<file path="src/design/asd_pkg.sv">
// ---------------------------------------------------------------------------
// asd_pkg: shared types and constants for the archive stream deframer
// Phase codes, byte classes, error codes, register indexes, config struct, queue request, decode function.
// ---------------------------------------------------------------------------
package asd_pkg;

	localparam int MAX_PATH_LENGTH = 8192;
	localparam int CHUNK_BYTES     = 65536;
	localparam int CHUNK_W         = $clog2(CHUNK_BYTES);

	typedef enum logic [2:0] {
		PH_MAGIC = 3'd0,
		PH_TYPE  = 3'd1,
		PH_LEN   = 3'd2,
		PH_PATH  = 3'd3,
		PH_SIZE  = 3'd4,
		PH_DATA  = 3'd5,
		PH_ERROR = 3'd6
	} phase_t;

	localparam logic [1:0] CLS_HEADER = 2'd0;
	localparam logic [1:0] CLS_PATH   = 2'd1;
	localparam logic [1:0] CLS_DATA   = 2'd2;
	localparam logic [1:0] CLS_REJECT = 2'd3;

	localparam logic [1:0] ERR_NONE      = 2'd0;
	localparam logic [1:0] ERR_MAGIC     = 2'd1;
	localparam logic [1:0] ERR_PATH_LEN  = 2'd2;

	localparam logic [1:0] REG_KEY          = 2'd0;
	localparam logic [1:0] REG_PLAIN_MAGIC  = 2'd1;
	localparam logic [1:0] REG_SECURE_MAGIC = 2'd2;
	localparam logic [1:0] REG_DIR_CODE     = 2'd3;

	typedef struct packed {
		logic [31:0] key;
		logic [31:0] plain_magic;
		logic [31:0] secure_magic;
		logic [7:0]  directory_code;
	} cfg_t;

	// one classified byte, handed from front to back
	typedef struct packed {
		logic [1:0]  cls;
		logic [7:0]  data;
		logic        decode;
		logic [1:0]  key_idx;
		logic        fend;
		logic        isdir;
		logic        secure;
		logic [63:0] esize;
		logic [1:0]  error;
	} req_t;

	// rotate right by 3, then XOR with the selected key byte
	function automatic logic [7:0] asd_decode(input logic [7:0] b, input logic [31:0] key,
		input logic [1:0] idx);
		logic [7:0] r;
		logic [7:0] kb;
		r = {b[2:0], b[7:3]};
		case (idx)
			2'd0:    kb = key[7:0];
			2'd1:    kb = key[15:8];
			2'd2:    kb = key[23:16];
			default: kb = key[31:24];
		endcase
		return r ^ kb;
	endfunction

endpackage

</file>
<file path="src/design/archive_stream_deframer_top.sv">
// ---------------------------------------------------------------------------
// archive_stream_deframer_top: archive byte stream parser and descrambler
// Path: an accepted request is written into the 2-entry queue, then popped into the output register.
// Throughput: 1 byte per cycle when no stall holds the parser, queue or output stage.
// Reset: arst_n clears parser state to the magic phase and empties the pipeline.
// ---------------------------------------------------------------------------
module archive_stream_deframer_top import asd_pkg::*; (
	input  logic        clk,
	input  logic        arst_n,
	// configuration writes
	input  logic        cfg_write,
	input  logic [1:0]  cfg_index,
	input  logic [31:0] cfg_data,
	// input byte channel
	input  logic        in_valid,
	output logic        in_stall,
	input  logic [7:0]  archive_byte,
	// classified byte channel
	output logic        out_valid,
	input  logic        out_stall,
	output logic [1:0]  byte_class,
	output logic [7:0]  plain_byte,
	output logic        field_end,
	output logic        entry_is_directory,
	output logic        secure_active,
	output logic [63:0] entry_size,
	output logic [1:0]  fault_code
);

	// Configuration registers. Written only while the stream is idle: the user must keep to this, as the
	// block does not enforce it, so the parser and decode stage can both read them directly.
	cfg_t cfg_q;

	always_ff @(posedge clk or negedge arst_n) begin
		if (!arst_n) begin
			cfg_q.key            <= 32'd0;
			cfg_q.plain_magic    <= 32'd0;
			cfg_q.secure_magic   <= 32'd0;
			cfg_q.directory_code <= 8'd1;
		end else if (cfg_write) begin
			unique case (cfg_index)
				REG_KEY:          cfg_q.key            <= cfg_data;
				REG_PLAIN_MAGIC:  cfg_q.plain_magic    <= cfg_data;
				REG_SECURE_MAGIC: cfg_q.secure_magic   <= cfg_data;
				REG_DIR_CODE:     cfg_q.directory_code <= cfg_data[7:0];
				default:          cfg_q                <= cfg_q;
			endcase
		end
	end

	// Front: a request is accepted whenever the queue has room, regardless of
	// whether the output register is holding a result.
	logic q_not_full;
	logic q_not_empty;
	logic q_pop;
	logic accept;
	req_t front_req;
	req_t q_head;

	assign in_stall = !q_not_full;
	assign accept   = in_valid && q_not_full;

	asd_front u_front (
		.clk          (clk),
		.arst_n       (arst_n),
		.cfg          (cfg_q),
		.accept       (accept),
		.archive_byte (archive_byte),
		.req          (front_req)
	);

	// Short queue between parser and back end; each side stalls on its own.
	asd_queue u_queue (
		.clk       (clk),
		.arst_n    (arst_n),
		.push      (accept),
		.push_req  (front_req),
		.pop       (q_pop),
		.not_full  (q_not_full),
		.not_empty (q_not_empty),
		.head      (q_head)
	);

	// Back: descramble and register the result for the downstream side.
	asd_back u_back (
		.clk                (clk),
		.arst_n             (arst_n),
		.key                (cfg_q.key),
		.q_not_empty        (q_not_empty),
		.q_head             (q_head),
		.q_pop              (q_pop),
		.out_valid          (out_valid),
		.out_stall          (out_stall),
		.byte_class         (byte_class),
		.plain_byte         (plain_byte),
		.field_end          (field_end),
		.entry_is_directory (entry_is_directory),
		.secure_active      (secure_active),
		.entry_size         (entry_size),
		.fault_code         (fault_code)
	);

endmodule

</file>
<file path="src/design/asd_front.sv">
// ---------------------------------------------------------------------------
// asd_front: stream parser
// Tracks magic, entry headers, path and data counts; emits one request per byte.
// ---------------------------------------------------------------------------
module asd_front import asd_pkg::*; (
	input  logic       clk,
	input  logic       arst_n,
	input  cfg_t       cfg,
	input  logic       accept,
	input  logic [7:0] archive_byte,
	output req_t       req
);

	phase_t              phase_q, phase_d;
	logic [2:0]          cnt_q, cnt_d;
	logic [63:0]         acc_q, acc_d;
	logic [31:0]         path_rem_q, path_rem_d;
	logic [63:0]         data_rem_q, data_rem_d;
	logic [1:0]          pidx_q, pidx_d;
	logic [CHUNK_W-1:0]  chunk_q, chunk_d;
	logic [7:0]          type_q, type_d;
	logic                secure_q, secure_d;
	logic [1:0]          err_q, err_d;

	logic [31:0] word32;
	logic [31:0] len_word;
	logic [63:0] size_word;
	logic        type_is_dir;

	// last byte completes a 4-byte word in acc[63:32] or an 8-byte word
	assign word32      = {archive_byte, acc_q[63:40]};
	assign len_word    = secure_q ? (word32 ^ cfg.key) : word32;
	assign size_word   = secure_q ? ({archive_byte, acc_q[63:8]} ^ {cfg.key, cfg.key})
	                              : {archive_byte, acc_q[63:8]};
	assign type_is_dir = (type_q == cfg.directory_code);

	// next state
	always_comb begin
		phase_d    = phase_q;
		cnt_d      = cnt_q;
		acc_d      = acc_q;
		path_rem_d = path_rem_q;
		data_rem_d = data_rem_q;
		pidx_d     = pidx_q;
		chunk_d    = chunk_q;
		type_d     = type_q;
		secure_d   = secure_q;
		err_d      = err_q;
		if (accept) begin
			unique case (phase_q)
				PH_MAGIC: begin
					acc_d = {archive_byte, acc_q[63:8]};
					cnt_d = cnt_q + 3'd1;
					if (cnt_q == 3'd3) begin
						cnt_d = 3'd0;
						if (word32 == (cfg.secure_magic ^ cfg.key)) begin
							secure_d = 1'b1;
							phase_d  = PH_TYPE;
						end else if (word32 == cfg.plain_magic) begin
							secure_d = 1'b0;
							phase_d  = PH_TYPE;
						end else begin
							err_d   = ERR_MAGIC;
							phase_d = PH_ERROR;
						end
					end
				end
				PH_TYPE: begin
					type_d  = secure_q ? (archive_byte ^ cfg.key[7:0]) : archive_byte;
					cnt_d   = 3'd0;
					phase_d = PH_LEN;
				end
				PH_LEN: begin
					acc_d = {archive_byte, acc_q[63:8]};
					cnt_d = cnt_q + 3'd1;
					if (cnt_q == 3'd3) begin
						cnt_d = 3'd0;
						if (secure_q && (len_word == 32'd0 ||
						    len_word > 32'(MAX_PATH_LENGTH))) begin
							err_d   = ERR_PATH_LEN;
							phase_d = PH_ERROR;
						end else if (len_word == 32'd0) begin
							phase_d = type_is_dir ? PH_TYPE : PH_SIZE;
						end else begin
							path_rem_d = len_word;
							pidx_d     = 2'd0;
							phase_d    = PH_PATH;
						end
					end
				end
				PH_PATH: begin
					pidx_d     = pidx_q + 2'd1;
					path_rem_d = path_rem_q - 32'd1;
					if (path_rem_q == 32'd1) begin
						cnt_d   = 3'd0;
						phase_d = type_is_dir ? PH_TYPE : PH_SIZE;
					end
				end
				PH_SIZE: begin
					acc_d = {archive_byte, acc_q[63:8]};
					cnt_d = cnt_q + 3'd1;
					if (cnt_q == 3'd7) begin
						if (size_word == 64'd0) begin
							phase_d = PH_TYPE;
						end else begin
							data_rem_d = size_word;
							chunk_d    = '0;
							pidx_d     = 2'd0;
							phase_d    = PH_DATA;
						end
					end
				end
				PH_DATA: begin
					chunk_d = (chunk_q == CHUNK_W'(CHUNK_BYTES - 1)) ? '0
					                                                 : chunk_q + 1'b1;
					pidx_d     = chunk_q[1:0];
					data_rem_d = data_rem_q - 64'd1;
					if (data_rem_q == 64'd1)
						phase_d = PH_TYPE;
				end
				PH_ERROR: begin
					phase_d = PH_ERROR;
				end
				default: begin
					phase_d = PH_ERROR;
				end
			endcase
		end
	end

	// request for the byte being accepted
	always_comb begin
		req        = '0;
		req.secure = secure_d;
		req.error  = err_d;
		unique case (phase_q)
			PH_MAGIC: begin
				req.cls = CLS_HEADER;
			end
			PH_TYPE: begin
				req.cls   = CLS_HEADER;
				req.isdir = (type_d == cfg.directory_code);
			end
			PH_LEN: begin
				req.cls   = CLS_HEADER;
				req.isdir = type_is_dir;
			end
			PH_PATH: begin
				req.cls     = CLS_PATH;
				req.data    = archive_byte;
				req.decode  = secure_q;
				req.key_idx = pidx_q;
				req.fend    = (path_rem_q == 32'd1);
				req.isdir   = type_is_dir;
			end
			PH_SIZE: begin
				req.cls   = CLS_HEADER;
				req.isdir = type_is_dir;
				if (cnt_q == 3'd7) begin
					req.fend  = 1'b1;
					req.esize = size_word;
				end
			end
			PH_DATA: begin
				req.cls     = CLS_DATA;
				req.data    = archive_byte;
				req.decode  = secure_q;
				req.key_idx = chunk_q[1:0];
				req.fend    = (data_rem_q == 64'd1);
				req.isdir   = type_is_dir;
			end
			default: begin
				req.cls = CLS_REJECT;
			end
		endcase
		if (phase_d == PH_ERROR) begin
			req.cls     = CLS_REJECT;
			req.data    = 8'd0;
			req.decode  = 1'b0;
			req.fend    = 1'b0;
			req.esize   = 64'd0;
			req.isdir   = 1'b0;
		end
	end

	always_ff @(posedge clk or negedge arst_n) begin
		if (!arst_n) begin
			phase_q    <= PH_MAGIC;
			cnt_q      <= 3'd0;
			acc_q      <= 64'd0;
			path_rem_q <= 32'd0;
			data_rem_q <= 64'd0;
			pidx_q     <= 2'd0;
			chunk_q    <= '0;
			type_q     <= 8'd0;
			secure_q   <= 1'b0;
			err_q      <= ERR_NONE;
		end else begin
			phase_q    <= phase_d;
			cnt_q      <= cnt_d;
			acc_q      <= acc_d;
			path_rem_q <= path_rem_d;
			data_rem_q <= data_rem_d;
			pidx_q     <= pidx_d;
			chunk_q    <= chunk_d;
			type_q     <= type_d;
			secure_q   <= secure_d;
			err_q      <= err_d;
		end
	end

endmodule

</file>
<file path="src/design/asd_queue.sv">
// ---------------------------------------------------------------------------
// asd_queue: two-entry request queue
// Decouples the parser from the decode/output side; push and pop may happen in the same cycle.
// ---------------------------------------------------------------------------
module asd_queue import asd_pkg::*; (
	input  logic clk,
	input  logic arst_n,
	input  logic push,
	input  req_t push_req,
	input  logic pop,
	output logic not_full,
	output logic not_empty,
	output req_t head
);

	req_t       mem_q [2];
	logic       wr_ptr_q;
	logic       rd_ptr_q;
	logic [1:0] count_q;

	assign not_full  = (count_q != 2'd2);
	assign not_empty = (count_q != 2'd0);
	assign head      = mem_q[rd_ptr_q];

	always_ff @(posedge clk) begin
		if (push)
			mem_q[wr_ptr_q] <= push_req;
	end

	always_ff @(posedge clk or negedge arst_n) begin
		if (!arst_n) begin
			wr_ptr_q <= 1'b0;
			rd_ptr_q <= 1'b0;
			count_q  <= 2'd0;
		end else begin
			if (push)
				wr_ptr_q <= ~wr_ptr_q;
			if (pop)
				rd_ptr_q <= ~rd_ptr_q;
			case ({push, pop})
				2'b10:   count_q <= count_q + 2'd1;
				2'b01:   count_q <= count_q - 2'd1;
				default: count_q <= count_q;
			endcase
		end
	end

endmodule

</file>
<file path="src/design/asd_back.sv">
// ---------------------------------------------------------------------------
// asd_back: byte decode and output register
// Pops a request, descrambles path/data bytes, holds the result until taken.
// ---------------------------------------------------------------------------
module asd_back import asd_pkg::*; (
	input  logic        clk,
	input  logic        arst_n,
	input  logic [31:0] key,
	input  logic        q_not_empty,
	input  req_t        q_head,
	output logic        q_pop,
	output logic        out_valid,
	input  logic        out_stall,
	output logic [1:0]  byte_class,
	output logic [7:0]  plain_byte,
	output logic        field_end,
	output logic        entry_is_directory,
	output logic        secure_active,
	output logic [63:0] entry_size,
	output logic [1:0]  fault_code
);

	logic       valid_q;
	logic [7:0] plain;

	assign q_pop     = q_not_empty && (!valid_q || !out_stall);
	assign out_valid = valid_q;
	assign plain     = q_head.decode ? asd_decode(q_head.data, key, q_head.key_idx)
	                                 : q_head.data;

	always_ff @(posedge clk or negedge arst_n) begin
		if (!arst_n)
			valid_q <= 1'b0;
		else if (q_pop)
			valid_q <= 1'b1;
		else if (!out_stall)
			valid_q <= 1'b0;
	end

	always_ff @(posedge clk) begin
		if (q_pop) begin
			byte_class         <= q_head.cls;
			plain_byte         <= plain;
			field_end          <= q_head.fend;
			entry_is_directory <= q_head.isdir;
			secure_active      <= q_head.secure;
			entry_size         <= q_head.esize;
			fault_code         <= q_head.error;
		end
	end

endmodule
</file>
<file path="config.mk">
export PLATFORM = sky130hd
export DESIGN_NAME = archive_stream_deframer_top
export DESIGN_NICKNAME = d
export VERILOG_FILES = /design/src/design/asd_pkg.sv /design/src/design/archive_stream_deframer_top.sv /design/src/design/asd_front.sv /design/src/design/asd_queue.sv /design/src/design/asd_back.sv
export SDC_FILE = /design/constraint.sdc
export NUM_CORES = 1
export LEC_CHECK = 0
export BUFFER_PORTS_ARGS = -buffer_cell sky130_fd_sc_hd__buf_2
export CAP_MARGIN = 20
export CORE_ASPECT_RATIO = 1.5
export CORE_UTILIZATION = 55
export DETAILED_ROUTE_END_ITERATION = 16
export PLACE_DENSITY = 0.76
export SLEW_MARGIN = 20
export SYNTH_ARGS = -nofsm -noshare
export SYNTH_HDL_FRONTEND = slang
export SYNTH_SLANG_ARGS = --single-unit
export TNS_END_PERCENT = 5
</file>
<file path="constraint.sdc">
create_clock -name clk -period 10.6 [get_ports clk]
set_input_delay 1.06 -clock clk [delete_from_list [all_inputs] [get_ports clk]]
set_output_delay 1.06 -clock clk [all_outputs]
set_load 0.05 [all_outputs]
</file>
======== After elaboration in Yosys (flattened, before gate mapping) ========
Memories as Yosys holds them, arrays and structs flattened.
Index checks and enable logic that the tools add are counted.
storage, ports and cells
  memories ................................ 1
  word-level logic and storage cells ...... 170
  register bits after elaboration ......... 383
  memory bits (writable) .................. 164
  output and inout bits ................... 81
  input bits .............................. 47
cells by class
  multiplexer cells ....................... 67
  add/sub/neg operators ................... 7
  reduce and logical (&&, ||, !) cells .... 32
  bitwise operators ....................... 7
  equal/unequal tests ..................... 30
  magnitude comparators ................... 1
memory list
  memory         words  bits a word  read ports  clocked after Yosys merged registers in  wr ports  line             text
  u_queue.mem_q  2      82           1           0                                        1         asd_queue.sv:16  req_t mem_q [2];
operator list
  operator               count
  $mux 64                6
  $mux 32                4
  $pmux 64 s2            1
  $eq 32x32->1           2
  $eq 64x1->1 const B    1
  $logic_not 64->1       1
  $pmux 32 s2            1
  $sub 64x1->64 const B  1
  $xor 32x32->32         2
  $xor 64x64->64         1
  $mux 16                3
  $mux 3                 14
  $eq 32x1->1 const B    1
  $gt 32x14->1 const B   1
  $logic_not 32->1       1
  $mux 8                 4
  $pmux 16 s2            1
  $sub 32x1->32 const B  1
  $mux 2                 12
  $pmux 8 s3             1
  $pmux 11 s2            1
  $pmux 3 s6             1
  $add 16x1->16 const B  1
  $eq 16x16->1 const B   1
  36 further kinds       81

======== Logic depth before layout (Yosys ltp) ========
Gate-level depths: netlist of run 1.
  word-level depth ........................ 11
  gate-level depth with buffers ........... 15
  mapped depth without buffers ............ 10

======== By module ========
A second synthesis of run 1 with hierarchy kept.
unflattened totals
  cell total of the unflattened synthesis .. 2,374
  area, all modules ....................... 28,088.2 um^2
modules (own cells, without submodules)
  module                       seq. area each (um^2)  instances  cells each  area each (um^2)
  asd_front                    4,679.5                1          1,762       14,945.6
  asd_queue                    5,024.8                1          271         6,453.7
  archive_stream_deframer_top  2,603.7                1          223         3,932.5
  asd_back                     2,397.3                1          118         2,756.4

======== Worst setup path after synthesis of run 1 ========
No wires, ideal clock.
  path type ............................... input to register
  start ................................... input port out_stall
  end ..................................... register u_queue.count_q[1]
  setup time .............................. 79 ps
  required time ........................... 10,521 ps
  path slack .............................. 4,496 ps
  stages .................................. 4
  buffers on the path ..................... 0
  data arrival time ....................... 6,025 ps
  cell sequence ........................... a21oi_1 -> ha_1 -> nor2_1 -> xor2_1
on the way
  longest elaborated chain between the ends .. 5
  elaborated cells between the ends (all ways) .. 7
  classes of those cells .................. eq/ne: 2; mux: 1; reduce/logical: 4
RTL lines
  what                                                    line                               text
  from (decl)                                             archive_stream_deframer_top.sv:20  input logic out_stall,
  $logic_not 1->1 *                                       asd_back.sv:26                     assign q_pop = q_not_empty && (!valid_q || !out_stall);
  $logic_or 1x1->1 *                                      asd_back.sv:26
  $logic_and 1x1->1 *                                     asd_back.sv:26
  $eq 2x1->1 / $eq 2x2->1 (equally long branches)         asd_queue.sv:40                    case ({push, pop})
  $pmux 2 s2 / $reduce_bool 2->1 (equally long branches)  --
  to (signal assigned)                                    asd_queue.sv:41                    2'b10: count_q <= count_q + 2'd1;
  to (signal assigned)                                    asd_queue.sv:42                    2'b01: count_q <= count_q - 2'd1;
  to (signal assigned)                                    asd_queue.sv:43                    default: count_q <= count_q;
  to (decl)                                               asd_queue.sv:19                    logic [1:0] count_q;
Every way passes the cells marked *; elsewhere a longest branch is shown, timed or not.
A chain may end at the register's enable or synchronous reset.

======== Worst setup path in the final report of run 1 ========
  start ................................... register u_front.secure_q
  end ..................................... register u_front.data_rem_q[36]
on the way
  longest elaborated chain between the ends .. 4
  elaborated cells between the ends (all ways) .. 7
  classes of those cells .................. eq/ne: 1; mux: 4; reduce/logical: 2
RTL lines
  what                                                                     line              text
  from (decl)                                                              asd_front.sv:22   logic secure_q, secure_d;
  from (signal assigned)                                                   asd_front.sv:207  secure_q <= secure_d;
  $mux 64 *                                                                asd_front.sv:33   assign size_word = secure_q ? ({archive_byte, acc_q[63:8]} ^ {cfg.key, cfg.key})
  $logic_not 64->1 / $mux 64 (equally long branches)                       asd_front.sv:103  if (size_word == 64'd0) begin
  $ne 2x2->1 (no source line) / $mux 64 (equally long branches)            --
  $reduce_and 4->1 (no source line) / $pmux 64 s2 (equally long branches)  --
  to (signal assigned)                                                     asd_front.sv:203  data_rem_q <= data_rem_d;
  to (decl)                                                                asd_front.sv:18   logic [63:0] data_rem_q, data_rem_d;
Every way passes the cells marked *; elsewhere a longest branch is shown, timed or not. The select of a mux whose other input is x is not followed.

==> summary.txt, run 1 <==
Floorplan
  • Starting Density: 0.557
  • Die H: 274 µm
  • Die area: 0.0502 mm²
  • Core area: 0.0487 mm²
  • Die width: 183 µm
  • IO Count: 128
  • Site row count: 99

Routing
  • Pre-antenna DRT Iters: 6
  • Post-route DRC: 0
  • Routed WL: 73500 µm
  • Initial DRC count: 1846
  • Antenna Nets Post-Route: 0
  • Vias per cell: 6.25
  • WL per Instance: 23.6 µm
  • Via count: 19500

Setup path
  • Worst reg2reg path depth: 11
  • Worst Path Arrival: 5.46 ns
  • Crit path kind: reg -> reg
  • Critical Path Fanout Max: 93
  • CP Capture Type: register
  • FF-to-FF End: u_front.data_rem_q[36]
  • Startpoint Class: register
  • Reg-to-Reg Start: u_front.secure_q
  • Reg-to-reg slack, setup: 5.64 ns
  • Critical Path RT: 11.10 ns

Logic synthesis
  • Synthesized instance count: 2388
  • Synth Flop Type: dfrtp_1
  • Post-Synthesis Mean Instance Area: 11.3 µm²
  • Mapped Area: 0.0271 mm²
  • Ys async rst share: 0.549
  • Synth warn: 0
  • Syn Nets: 2445
  • Netlist cell types: 79
  • Post-synth EDFFs: 243
  • Flops & latches, synth: 539
  • Sequential area share after synthesis: 0.543

STA
  • Final Cycle Share: 0.468
  • Setup TNS: 0 ns
  • Setup ws final: 5.64 ns
  • Final setup violation count: 0
  • Fin crit period: 4.96 ns
  • Worst-Margin Slew: 1.14 ns
  • Max Freq: 201 MHz
  • RSZ-0062 raised after global routing: no
  • Final Max Tran Viols: 0
  • Clock skew: 0.0332 ns
  • Fin Hold WS: 0.500 ns
  • Final hold vios: 0
  • Worst slew margin: 0.240

GRT
  • Vias in the first global route: 19100
  • Global Route Usage Sum: 0.297
  • Antenna violations before repair: 2
  • Largest net degree at the start of global routing: 127
  • Global route total overflow: 0
  • First-pass GRT wire length: 112000 µm

Placement
  • Placer Congestion: 0.955
  • IO Port Bufs: 127
  • Pre-CTS WS: 5.82 ns
  • Detailed Place HPWL: 52000 µm

Min path
  • Hold_sp: u_front.data_rem_q[18]
  • Worst hold path class: reg -> reg
  • Hold path depth: 2
  • Hold Path End: u_front.data_rem_q[18]

Clocking
  • H-tree levels: 2
  • # resized after CTS: 0
  • CTS max path bufs: 3
  • Root buffer cell: clkbuf_16
  • Hold-fix buffer count after cts: 0
  • Register clock-pin slew on the reported worst setup and hold paths: 0.07 ns
  • Sink Count: 539
  • CTS tree: built
  • Clk_lat worst skew: 0.60 ns
  • Setup bufs post-CTS: 0
  • Total CTS buffers: 50

Pwr
  • VDD IR max: 0.000201 V
  • Pwr/cell area: 274 mW/mm²
  • P_leak: 11.7 nW

Layout
  • Fin nets: 2473
  • Area grow syn2layout: 9.99%
  • Share of layout cells above drive strength 1: 0.212

Outcome
  • Status: finished clean

Job
  • Total of max-cap violations: 0
## cell families (layout without fill, tap and decap cells)
group / count (synthesis) / count (layout) / synth area share
simple gates: 713 / 713 / 0.130
flops: 539 / 539 / 0.543
compound gates: 465 / 465 / 0.104
mux: 260 / 260 / 0.111
buf+inv: 203 / 272 / 0.0309
xor+xnor: 198 / 198 / 0.0762
fa+ha+maj: 10 / 10 / 0.00462
other cells: 0 / 3 / 0
## final cells by class
cell class	count	area [µm²]
Tap cell	656	821
Clock buffer	64	1360
Timing Repair Buffer	152	833
Fill cell	3790	18900
Antenna cell	3	7.51
Sequential cell	539	14700
Clock inverter	29	342
Multi-Input combinational cell	1646	11600
Inverter	27	101
## worst max path at each step
stage / cells past startpoint / end / startpoint / slack [ns]
2_1_floorplan: 4 / u_queue.count_q[1] / out_stall / 4.50
3_3_place_gp: 11 / u_front.data_rem_q[36] / u_front.secure_q / 5.93
3_5_place_dp: 11 / u_front.data_rem_q[36] / u_front.secure_q / 5.82
4_1_cts: 11 / u_front.data_rem_q[36] / u_front.secure_q / 5.80
5_1_grt: 11 / u_front.data_rem_q[36] / u_front.secure_q / 5.38
6_report: 11 / u_front.data_rem_q[36] / u_front.secure_q / 5.64
## worst max-delay path, cell delays in order (launching register included)
cell	delay, ns
dfrtp_2	0.72
buf_4	0.72
nand2_1	0.23
or4b_1	0.53
a32oi_1	0.25
and4_1	0.44
a41oi_2	0.49
o21ai_4	0.54
buf_4	0.47
or3_1	0.17
o21ai_0	0.09
a21oi_1	0.16
## through the flow
| step | cells | power (mW) | cell area, µm² | utilization |
|---|---|---|---|---|
| CTS | 3113 | 8.16 | 29800 | 0.612 |
| global placement | 3020 | 6.19 | 28100 | 0.577 |
| floorplan | 2388 | 5.40 | 27100 | - |
| finish | 3116 | 8.16 | 29800 | 0.612 |
| detailed placement | 3020 | 6.28 | 28100 | 0.577 |
| global route | 3114 | 8.49 | 29800 | 0.612 |
## layout by cell type, fill, tap and decap left out, types with 7 or more instances in the layout
master / netlist / final
a21oi_1: 112 / 111
a22o_1: 15 / 15
a22oi_1: 31 / 31
a2bb2oi_1: 11 / 11
a31oi_1: 16 / 16
a32oi_1: 9 / 9
and2_1: 11 / 11
and3_1: 27 / 26
buf_2: 34 / 126
buf_4: 6 / 25
clkbuf_1: 120 / 8
clkbuf_16: 0 / 50
clkinv_2: 0 / 8
dfrtp_1: 295 / 293
edfxtp_1: 243 / 243
ha_1: 10 / 10
inv_1: 26 / 26
mux2_2: 237 / 237
mux2i_1: 15 / 15
mux4_2: 8 / 8
nand2_1: 199 / 197
nand3_1: 37 / 36
nand4_1: 54 / 54
nand4b_1: 14 / 14
nor2_1: 219 / 216
nor2b_1: 12 / 12
nor3_1: 42 / 42
nor4_1: 23 / 23
nor4bb_1: 16 / 16
o21a_1: 10 / 9
o21ai_0: 184 / 184
o22a_1: 18 / 18
o22ai_1: 20 / 20
or2_2: 7 / 7
or3_1: 13 / 13
xnor2_1: 101 / 100
xnor3_1: 24 / 24
xor2_1: 73 / 73
## where the power goes
part           internal [mW]  switching (mW)
Sequential              2.85           0.633
Combinational           1.08            1.73
Clock                   1.06           0.808
## synth_stat cells, types with 18 or more instances
cell type / number / area [µm²]
a21oi_1: 112 / 561
nand2_1: 199 / 747
o21ai_0: 184 / 921
xor2_1: 73 / 639
o22ai_1: 20 / 125
clkbuf_1: 120 / 450
nor4_1: 23 / 144
and3_1: 27 / 169
buf_2: 34 / 170
nor2_1: 219 / 822
mux2_2: 237 / 2670
nand4_1: 54 / 338
edfxtp_1: 243 / 7300
o22a_1: 18 / 158
inv_1: 26 / 97.6
a22oi_1: 31 / 233
nor3_1: 42 / 210
xnor2_1: 101 / 885
dfrtp_1: 295 / 7380
nand3_1: 37 / 185
xnor3_1: 24 / 541
## per-layer routing
layer | global-route usage | wire [µm] | vias to the layer above
li1 | - | - | 8748
met1 | 0.347 | 26700 | 9585
met2 | 0.494 | 35900 | 896
met3 | 0.0512 | 4980 | 250
met4 | 0.213 | 5930 | 0
met5 | 0 | 0 | -
## flip-flops by register name, indices dropped and copies added (netlist names)
signal,flops
u_front.err_q,2
cfg_q,104
u_back.fault_code,2
u_back.field_end,1
u_front.phase_q,3
u_back.entry_is_directory,1
u_queue.wr_ptr_q,1
u_queue.rd_ptr_q,1
u_back.out_valid,1
u_back.plain_byte,8
u_back.secure_active,1
u_front.secure_q,1
u_front.pidx_q,2
u_queue.mem_q,164
u_back.byte_class,2
u_back.entry_size,64
u_front.chunk_q,16
u_front.type_q,8
u_front.cnt_q,3
u_front.data_rem_q,64
u_front.path_rem_q,32
u_front.acc_q,56
u_queue.count_q,2
Power figures use the tool's default switching activity.
==> inputs of run 2 (changes only) <==
==> constraint.sdc (replaced) <==
create_clock -name clk -period 4.77 [get_ports clk]
set_input_delay 0.477 -clock clk [delete_from_list [all_inputs] [get_ports clk]]
set_output_delay 0.477 -clock clk [all_outputs]
set_load 0.05 [all_outputs]
==> summary.txt, run 2 (same netlist as run 1, synthesis figures left out) <==
Setup path
  • CP Capture Type: register
  • Critical Path RT: 5.22 ns (-5.88 ns)
  • Crit path kind: reg -> reg
  • Startpoint Class: register
  • Worst Path Arrival: 4.39 ns (-1.07 ns)
  • FF-to-FF End: u_front.chunk_q[12]
  • Reg-to-Reg Start: u_front.secure_q
  • Worst reg2reg path depth: 11 (unchanged)
  • Reg-to-reg slack, setup: 0.82 ns (-4.81 ns)
  • Critical Path Fanout Max: 58 (-38%)

Floorplan
  • IO Count: 128 (unchanged)
  • Starting Density: 0.557 (unchanged)
  • Die width: 183 µm (unchanged)
  • Die area: 0.0502 mm² (unchanged)
  • Die H: 274 µm (unchanged)
  • Core area: 0.0487 mm² (unchanged)
  • Site row count: 99 (unchanged)

STA
  • Final Cycle Share: 0.828 (+0.359)
  • Setup TNS: 0 ns (unchanged)
  • Max Freq: 253 MHz (+26%)
  • Final Max Tran Viols: 0 (unchanged)
  • Worst-Margin Slew: 1.22 ns (+0.0838 ns)
  • Fin crit period: 3.95 ns (-1.02 ns)
  • Final hold vios: 0 (unchanged)
  • Final setup violation count: 0 (unchanged)
  • Fin Hold WS: 0.0243 ns (-0.475 ns)
  • Worst slew margin: 0.184 (-0.0561)
  • RSZ-0062 raised after global routing: no
  • Clock skew: 0.0213 ns (-0.0119 ns)

Layout
  • Share of layout cells above drive strength 1: 0.218 (+0.00591)
  • Post-layout instance area: 0.0301 mm² (+0.97%)
  • Most common cell after layout, fill and taps aside: dfrtp_1
  • Top reg by flops: u_queue.mem_q
  • Fin nets: 2489 (+0.65%)
  • Max reg flops: 164 (unchanged)
  • Area grow syn2layout: 11.1%
  • Biggest regs: u_queue.mem_q: 164 flops, cfg_q: 104 flops
  • Number of filler cells placed in the layout: 3776 (-0.37%)
  • Commonest non-fill, non-tap cells in the layout: 293 x dfrtp_1, 243 x edfxtp_1, 237 x mux2_2
  • Inserted Diodes: 0 (-3)

GRT
  • Global route total overflow: 0 (unchanged)
  • Vias in the first global route: 19500 (+2.1%)
  • Antenna violations before repair: 1 (-1)
  • Global Route Usage Sum: 0.302 (+0.00553)
  • Largest net degree at the start of global routing: 123 (-3.1%)
  • First-pass GRT wire length: 114000 µm (+1.9%)

Routing
  • Vias per cell: 6.28 (+0.47%)
  • Post-route DRC: 0 (unchanged)
  • Pre-antenna DRT Iters: 6 (unchanged)
  • Initial DRC count: 1557 (-16%)
  • Antenna Nets Post-Route: 0 (unchanged)
  • Via count: 19700 (+0.89%)
  • WL per Instance: 23.8 µm (+1.1%)
  • Routed WL: 74600 µm (+1.5%)

Pwr
  • Pwr Total: 18.4 mW (+130%)
  • P_leak: 11.8 nW (+1.4%)
  • Pwr/cell area: 611 mW/mm² (+120%)
  • VDD IR max: 0.000451 V (+120%)

Clocking
  • Clk_lat worst skew: 0.60 ns (about the same)
  • Setup bufs post-CTS: 0 (unchanged)
  • Hold-fix buffer count after cts: 0 (unchanged)
  • # resized after CTS: 0 (unchanged)
  • CTS max path bufs: 3 (unchanged)
  • Sink Count: 539 (unchanged)
  • Total CTS buffers: 51 (+2.0%)
  • H-tree levels: 2 (unchanged)
  • Root buffer cell: clkbuf_16
  • CTS tree: built
  • Register clock-pin slew on the reported worst setup and hold paths: 0.06 ns (about the same)

Job
  • Total of max-cap violations: 0 (unchanged)

Min path
  • Worst hold path class: in -> async

Placement
  • Placer Congestion: 0.949 (-0.60%)
  • IO Port Bufs: 127 (unchanged)
  • Detailed Place HPWL: 53100 µm (+2.1%)
  • DP Area: 0.0283 mm² (+0.67%)

Outcome
  • Status: finished clean
==> run 2: area by class of cell <==
| cell class | instances | area (µm²) | area share |
|---|---|---|---|
| tap | 656 | 821 | 0.0273 |
| inverter | 27 | 101 | 0.00337 |
| clock inverter | 27 | 363 | 0.0121 |
| timing repair buffer | 167 | 1020 | 0.0339 |
| multi-input combinational | 1646 | 11600 | 0.386 |
| sequential | 539 | 14700 | 0.489 |
| clock buffer | 67 | 1450 | 0.0482 |
==> run 2: where the power goes <==
group | internal (mW) | leakage (nW) | switching (mW)
clock network | 2.54 | 0.878 | 1.80
logic | 2.45 | 4.89 | 3.93
registers | 6.32 | 6.05 | 1.37
==> run 2: stage by stage <==
step / utilization / std cells / setup WS [ns]
3_3_place_gp: 0.581 / 3035 / 0.838
2_1_floorplan: - / 2388 / -0.200
4_1_cts: 0.618 / 3129 / 0.804
3_5_place_dp: 0.581 / 3035 / 0.822
6_report: 0.618 / 3129 / 0.822
5_1_grt: 0.618 / 3129 / 0.834
==> run 2: worst max-delay path by stage <==
| stage | slack (ns) | depth (start not counted) | end | start |
|---|---|---|---|---|
| 2_1_floorplan | -0.20 | 6 | u_queue.mem_q[0][0] | u_queue.count_q[0] |
| 3_3_place_gp | 0.84 | 9 | u_front.data_rem_q[41] | u_front.secure_q |
| 3_5_place_dp | 0.82 | 9 | u_front.data_rem_q[41] | u_front.secure_q |
| 4_1_cts | 0.80 | 9 | u_front.data_rem_q[41] | u_front.secure_q |
| 5_1_grt | 0.83 | 11 | u_front.chunk_q[12] | u_front.secure_q |
| 6_report | 0.82 | 11 | u_front.chunk_q[12] | u_front.secure_q |
==> run 2: critical path: stages (launching register included) <==
cell	delay (ns)
dfrtp_2	0.72
nand2_2	0.20
xor2_1	0.75
o2111ai_1	0.29
nor4_2	0.55
a41oi_2	0.25
buf_4	0.26
o21ai_4	0.16
buf_12	0.28
nor2_1	0.10
xnor2_1	0.16
a31oi_1	0.06
==> run 2: metal layers <==
layer / up-vias / global-route usage / routed length [µm]
met5: - / 0 / 0
met4: 0 / 0.221 / 6220
met3: 264 / 0.0427 / 4570
met2: 839 / 0.504 / 36400
met1: 9780 / 0.357 / 27400
li1: 8770 / - / -
